### config.mk
export PLATFORM = sky130hd
export DESIGN_NAME = bpp_cfg
export DESIGN_NICKNAME = d
export VERILOG_FILES = /design/src/sv/boris_particle_pusher_2d3v_assert.svh /design/src/sv/bpp_pkg.sv /design/src/sv/bpp_cfg.sv
export SDC_FILE = /design/constraint.sdc
export NUM_CORES = 1
export LEC_CHECK = 0
export ABC_AREA = 1
export BUFFER_PORTS_ARGS = -buffer_cell sky130_fd_sc_hd__buf_2
export CAP_MARGIN = 10
export CORE_ASPECT_RATIO = 0.8
export CORE_MARGIN = 2
export CORE_UTILIZATION = 47
export CTS_CLUSTER_DIAMETER = 50
export DETAILED_ROUTE_END_ITERATION = 12
export PLACE_DENSITY = 0.8
export SYNTH_ARGS = -nofsm -noshare
export SYNTH_HDL_FRONTEND = slang
export SYNTH_SLANG_ARGS = --single-unit
export TNS_END_PERCENT = 30
### constraint.sdc
create_clock -name clk -period 1 [get_ports clk]
set_clock_uncertainty 0.05 [all_clocks]
set_input_delay 0.1 -clock clk [delete_from_list [all_inputs] [get_ports clk]]
set_output_delay 0.1 -clock clk [all_outputs]
set_load 0.02 [all_outputs]
### src/sv/boris_particle_pusher_2d3v_assert.svh
// assertion macros for the boris pusher
`ifndef BORIS_PARTICLE_PUSHER_2D3V_ASSERT_SVH
`define BORIS_PARTICLE_PUSHER_2D3V_ASSERT_SVH

// same-cycle implication, clocked on clk, off during reset
`define BPP_ASSERT_IMP(lbl, pre, post) \
  lbl: assert property (@(posedge clk) disable iff (!rst_n) (pre) |-> (post)) \
    else $error("bpp check failed");

// next-cycle implication
`define BPP_ASSERT_NXT(lbl, pre, post) \
  lbl: assert property (@(posedge clk) disable iff (!rst_n) (pre) |=> (post)) \
    else $error("bpp check failed");

`endif

### src/sv/bpp_pkg.sv
`timescale 1ns / 1ps
package bpp_pkg;

  localparam int DEN_W = 49;
  localparam int NUM_W = 50;
  localparam int QUO_W = 17;

  localparam logic REG_K  = 1'b0;
  localparam logic REG_DT = 1'b1;

  typedef logic signed [31:0] bpp_q_t;
  typedef logic [NUM_W-1:0] bpp_num_t;

  typedef struct packed {
    bpp_q_t pos_x;
    bpp_q_t pos_y;
    bpp_q_t vel_x;
    bpp_q_t vel_y;
    bpp_q_t vel_z;
    bpp_q_t efield_x;
    bpp_q_t efield_y;
    bpp_q_t bfield_x;
    bpp_q_t bfield_y;
    bpp_q_t bfield_z;
    logic   last_particle;
  } bpp_in_t;

  typedef struct packed {
    bpp_q_t new_pos_x;
    bpp_q_t new_pos_y;
    bpp_q_t new_vel_x;
    bpp_q_t new_vel_y;
    bpp_q_t new_vel_z;
    logic   last_out;
  } bpp_out_t;

  typedef struct packed {
    bpp_q_t [2:0] vm;
    bpp_q_t [2:0] vp;
    bpp_q_t       kx;
    bpp_q_t       ky;
    bpp_q_t       px;
    bpp_q_t       py;
    logic         last;
  } bpp_side_t;

  function automatic bpp_q_t sat32(input logic signed [63:0] x);
    if (x > 64'sd2147483647) begin
      return 32'sh7fffffff;
    end else if (x < -64'sd2147483648) begin
      return 32'sh80000000;
    end
    return x[31:0];
  endfunction

  // rounded q16.16 product
  function automatic logic signed [47:0] qmul(input bpp_q_t a, input bpp_q_t b);
    logic signed [63:0] prod;
    logic signed [63:0] rnd;
    prod = 64'(a) * 64'(b);
    rnd  = (prod + 64'sd32768) >>> 16;
    return rnd[47:0];
  endfunction

endpackage

### src/sv/bpp_cfg.sv
`timescale 1ns / 1ps
module bpp_cfg (
  input  logic            clk,
  input  logic            rst_n,
  input  logic            psel,
  input  logic            penable,
  input  logic            pwrite,
  input  logic [2:0]      paddr,
  input  logic [31:0]     pwdata,
  output logic [31:0]     prdata,
  output logic            pready,
  output bpp_pkg::bpp_q_t k_val,
  output bpp_pkg::bpp_q_t dt_val
);
  import bpp_pkg::*;

  bpp_q_t k_r;
  bpp_q_t dt_r;
  logic   wr_en;

  assign wr_en  = psel && penable && pwrite;
  assign pready = 1'b1;
  assign k_val  = k_r;
  assign dt_val = dt_r;

  always_ff @(posedge clk) begin
    if (!rst_n) begin
      k_r  <= '0;
      dt_r <= '0;
    end else if (wr_en) begin
      unique case (paddr[2])
        REG_K:   k_r  <= pwdata;
        REG_DT:  dt_r <= pwdata;
        default: ;
      endcase
    end
  end

  always_comb begin
    unique case (paddr[2])
      REG_K:   prdata = k_r;
      REG_DT:  prdata = dt_r;
      default: prdata = '0;
    endcase
  end

  // low address bits select nothing
  logic unused_addr;
  assign unused_addr = ^paddr[1:0];

endmodule

======== After elaboration in Yosys (flattened, before gate mapping) ========
Cells that the tools add are included.
cells by class
  multiplexer cells ....................... 1
  reductions and logical operators ........ 4
  bitwise operators ....................... 1
operator list
  operator                          count
  case mux 32 bit (2 select lines)  1
  AND reduction 2 bit               2
  logical AND 1 bit                 2
  NOT 1 bit                         1
word-level totals
  word-level logic and storage cells ...... 8
  register bits after elaboration ......... 64
  output and inout bits ................... 97

======== Logic depth before layout (Yosys ltp) ========
  depth in word-level cells ............... 3
  depth in mapped cells ................... 6
  depth with buffers taken out ............ 5

======== Worst setup path after synthesis ========
Ideal clock, no wire load.
  path type ............................... input -> register
  from .................................... input psel
  to ...................................... register dt_r[10] (netlist: dt_val[10])
  data required time ...................... 0.837 ns
  library setup time ...................... 0.113 ns
  setup slack ............................. 0.144 ns
  stages on the path ...................... 6
  arrival time ............................ 0.693 ns
  cells stage by stage .................... nand2_1 > nor2_4 > buf_2 > nand3_1 > nand2_1 > nor2_1
between the ends
  word-level cells in the longest chain between the ends .. 3
RTL lines
  item                                  RTL line       source
  start, declared                       bpp_cfg.sv:5   input logic psel,
  logical AND 1 bit (2 in series)       bpp_cfg.sv:21  assign wr_en = psel && penable && pwrite;
  AND reduction 2 bit (no source line)  --
  end signal, assigned                  bpp_cfg.sv:33  REG_DT: dt_r <= pwdata;
  end, declared                         bpp_cfg.sv:18  bpp_q_t dt_r;
No other way between the ends.
A chain may end at the register's enable or synchronous reset.

======== Worst setup path in the final report ========
  from .................................... register k_r[31] (netlist: k_val[31])
  to ...................................... output prdata[31]
between the ends
  word-level cells in the longest chain between the ends .. 1
RTL lines
  item                              RTL line       source
  start, declared                   bpp_cfg.sv:17  bpp_q_t k_r;
  start signal, assigned            bpp_cfg.sv:32  REG_K: k_r <= pwdata;
  case mux 32 bit (2 select lines)  bpp_cfg.sv:40  unique case (paddr[2])
  end, declared                     bpp_cfg.sv:10  output logic [31:0] prdata,
No other way between the ends.

==> impl_metrics.toml <==
[placed_design]
gp_congestion = 0.739
io_buffers = 133
placed_cell_area_um2 = 3900
dp_hpwl_um = 5520

[route]
routed_wirelength_um = 9310
drtPass1Iterations = 4
wl_met2_um = 4680
routedWlPerCell_um = 13.0
wl_met3_um = 719
wl_met1_um = 3700
vias_per_cell = 4.91
first_iter_violations = 156
vias = 3522
ant_nets = 0
routed.top_layer = "met4"
drcViolationCount = 0

[cells_and_area]
fin_area_um2 = 4830
area_growth_pct = 56.7
nets = 669
layout-drive-gt1-share_pct = 42.7
n_fill_cell = 471
antennaDiodeCount = 0

[synth]
syn-mean-instance-area_um2 = 6.28
syn_nets = 530
synth-adder-area-share_pct = 0
synth_top_cells_by_area = "dfxtp_1 (42%), nand2_1 (20%), nor2_1 (16%)"
synth.most_common_cell = "nand2_1"
synth_cells = 490
synth_edf_count = 0
synth_xor_xnor_area_share_pct = 0
ys_ff_latch = 64
yosysWarnings = 0
synth_common_cells = "nand2_1 (161), nor2_1 (128), dfxtp_1 (64), nand3_1 (64), inv_1 (32)"
yosys.area_share.simple_pct = 47.1
synthArstFlopShare_pct = 0
muxShareOfSynthArea_pct = 0
synth.largest_area_cell = "dfxtp_1"
ys_seq_area_share_pct = 41.6
synth_compound_area_share_pct = 0
synth_top_family_by_area = "simple AND/OR/NAND/NOR gates"
ys_types = 14
ys.flop_type = "dfxtp_1"
yosysTopAreaCellShare_pct = 41.6
syn-cell-area_um2 = 3080

[clock_network]
numCtsBuffers = 9
clkTransAtPathRegs_ns = 0.07
cts-root-buf = "clkbuf_8"
ctsHoldBuffers = 0
insertion_delay_ns = 0.33
cts_tree = "yes"
cts.sinks = 64
h-tree-depth = 3
clock_path_buffers = 2

[power_and_ir_drop]
power_uw = 6050
powerDensity_nw_per_um2 = 1250
cellLeakagePower_uw = 0.00244
peakVddDrop_mv = 0.896

[critical_path]
end_kind = "primary output"
r2r-start = "k_val[23]"
r2r_slack_ns = 0.19
arrival_ns = 0.99
r2r_end = "k_val[23]"
required_ns = 0.85
critPathKind = "reg -> out"
cp-start-kind = "flop"
crit_start = "k_val[31]"
ff2ff_path_depth = 3
cp_max_fo = 3
cp-endpoint = "prdata[31]"

[sta]
max_freq_mhz = 874
slew_violations = 0
fin_ws_ns = -0.144
hold_viol = 0
grt_setup_unrepaired = "yes"
holdWs_ns = 0.0364
fin_crit_sh_pct = 114
fin_crit_ns = 1.14
setup_viol = 37

[die]
rows = 26
die_h_um = 76.4
pin_count = 137
start_util_pct = 48.3
core_region_area_um2 = 6380
die_area_um2 = 7220
die_w_um = 94.5

[flow_run]
drv_cap = 0

[global_route]
grt_pass1_vias = 3139
grt_pass1_wl_um = 14100
grt_usage_pct = 24.5
antenna_found_initial = 0
grt-ovfl-total = 0
grt_max_degree = 65

[status]
outcome = "finished with violations"
violations = "setup timing"

[worst_hold_path]
hold_class = "in -> reg"
==> layer usage <==
metal  vias up  track usage, %
li1       1755               -
met4         0            5.80
met2       153            41.9
met5         -               0
met3        18            7.72
met1      1596            29.9
==> through the flow <==
stage	utilization (%)	worst slack, ns	TNS (ns)	instances
after floorplan	-	0.144	0	490
after global placement	61.2	-0.0151	-0.112	692
after detailed placement	61.2	-0.0503	-0.962	692
after CTS	70.0	-0.0977	-2.88	710
after global routing	75.7	-0.174	-4.99	717
final	75.7	-0.144	-3.12	717
==> timing repair <==
| item | CTS | global route |
|---|---|---|
| endpoints found under the setup margin | 96 | 94 |
| gates cloned | 0 | 0 |
| resized for setup | 154 | 106 |
| endpoints found under the hold margin | 0 | 0 |
| buffers inserted | 3 | 7 |
| pin swaps | 15 | 20 |
==> sequential cells by signal, summed over array words and instances (netlist names) <==
name    count
dt_val     32
k_val      32
==> report_power, final <==
group | internal (uW) | switching (uW)
clock | 1200 | 970
combinational | 510 | 637
sequential | 2640 | 87.7
==> area by class of cell <==
class	instances	area, um2	area share (%)
multi-input combinational	358	1510	31.3
timing repair buffer	162	1510	31.3
sequential	64	1380	28.6
clock buffer	10	138	2.85
inverter	34	128	2.64
tap	84	105	2.18
clock inverter	5	57.6	1.19
==> layout by cell type (no fill, tap or decap) <==
cell type,instances
bufinv_16,1
clkinv_2,1
buf_12,10
buf_6,70
nor2_1,128
clkinvlp_4,3
inv_1,32
inv_2,2
nand2_2,23
conb_1,1
dfxtp_4,7
buf_2,38
nand3_1,64
buf_4,44
nor2_4,3
nand3_2,1
dfxtp_2,57
clkbuf_8,10
nand2_1,138
==> logic make-up after synthesis <==
group	count (synthesis)
buffers and inverters	68
flip-flops	64
other	1
AND/OR/NAND/NOR	357
==> worst min path at each step <==
stage / from / endpoint / cells past startpoint
after floorplan: paddr[2] / k_val[25] / 3
after global placement: pwdata[5] / dt_val[5] / 5
after detailed placement: pwdata[6] / k_val[6] / 5
after CTS: pwdata[6] / k_val[6] / 5
after global routing: pwdata[6] / k_val[6] / 5
final: pwdata[21] / k_val[21] / 5
==> critical path, stage by stage, from the launching register on <==
cell and delay [ns]:
dfxtp_2 0.36, nand2_1 0.07, nand2_1 0.11, buf_6 0.12
Power figures use the tool's default switching activity.
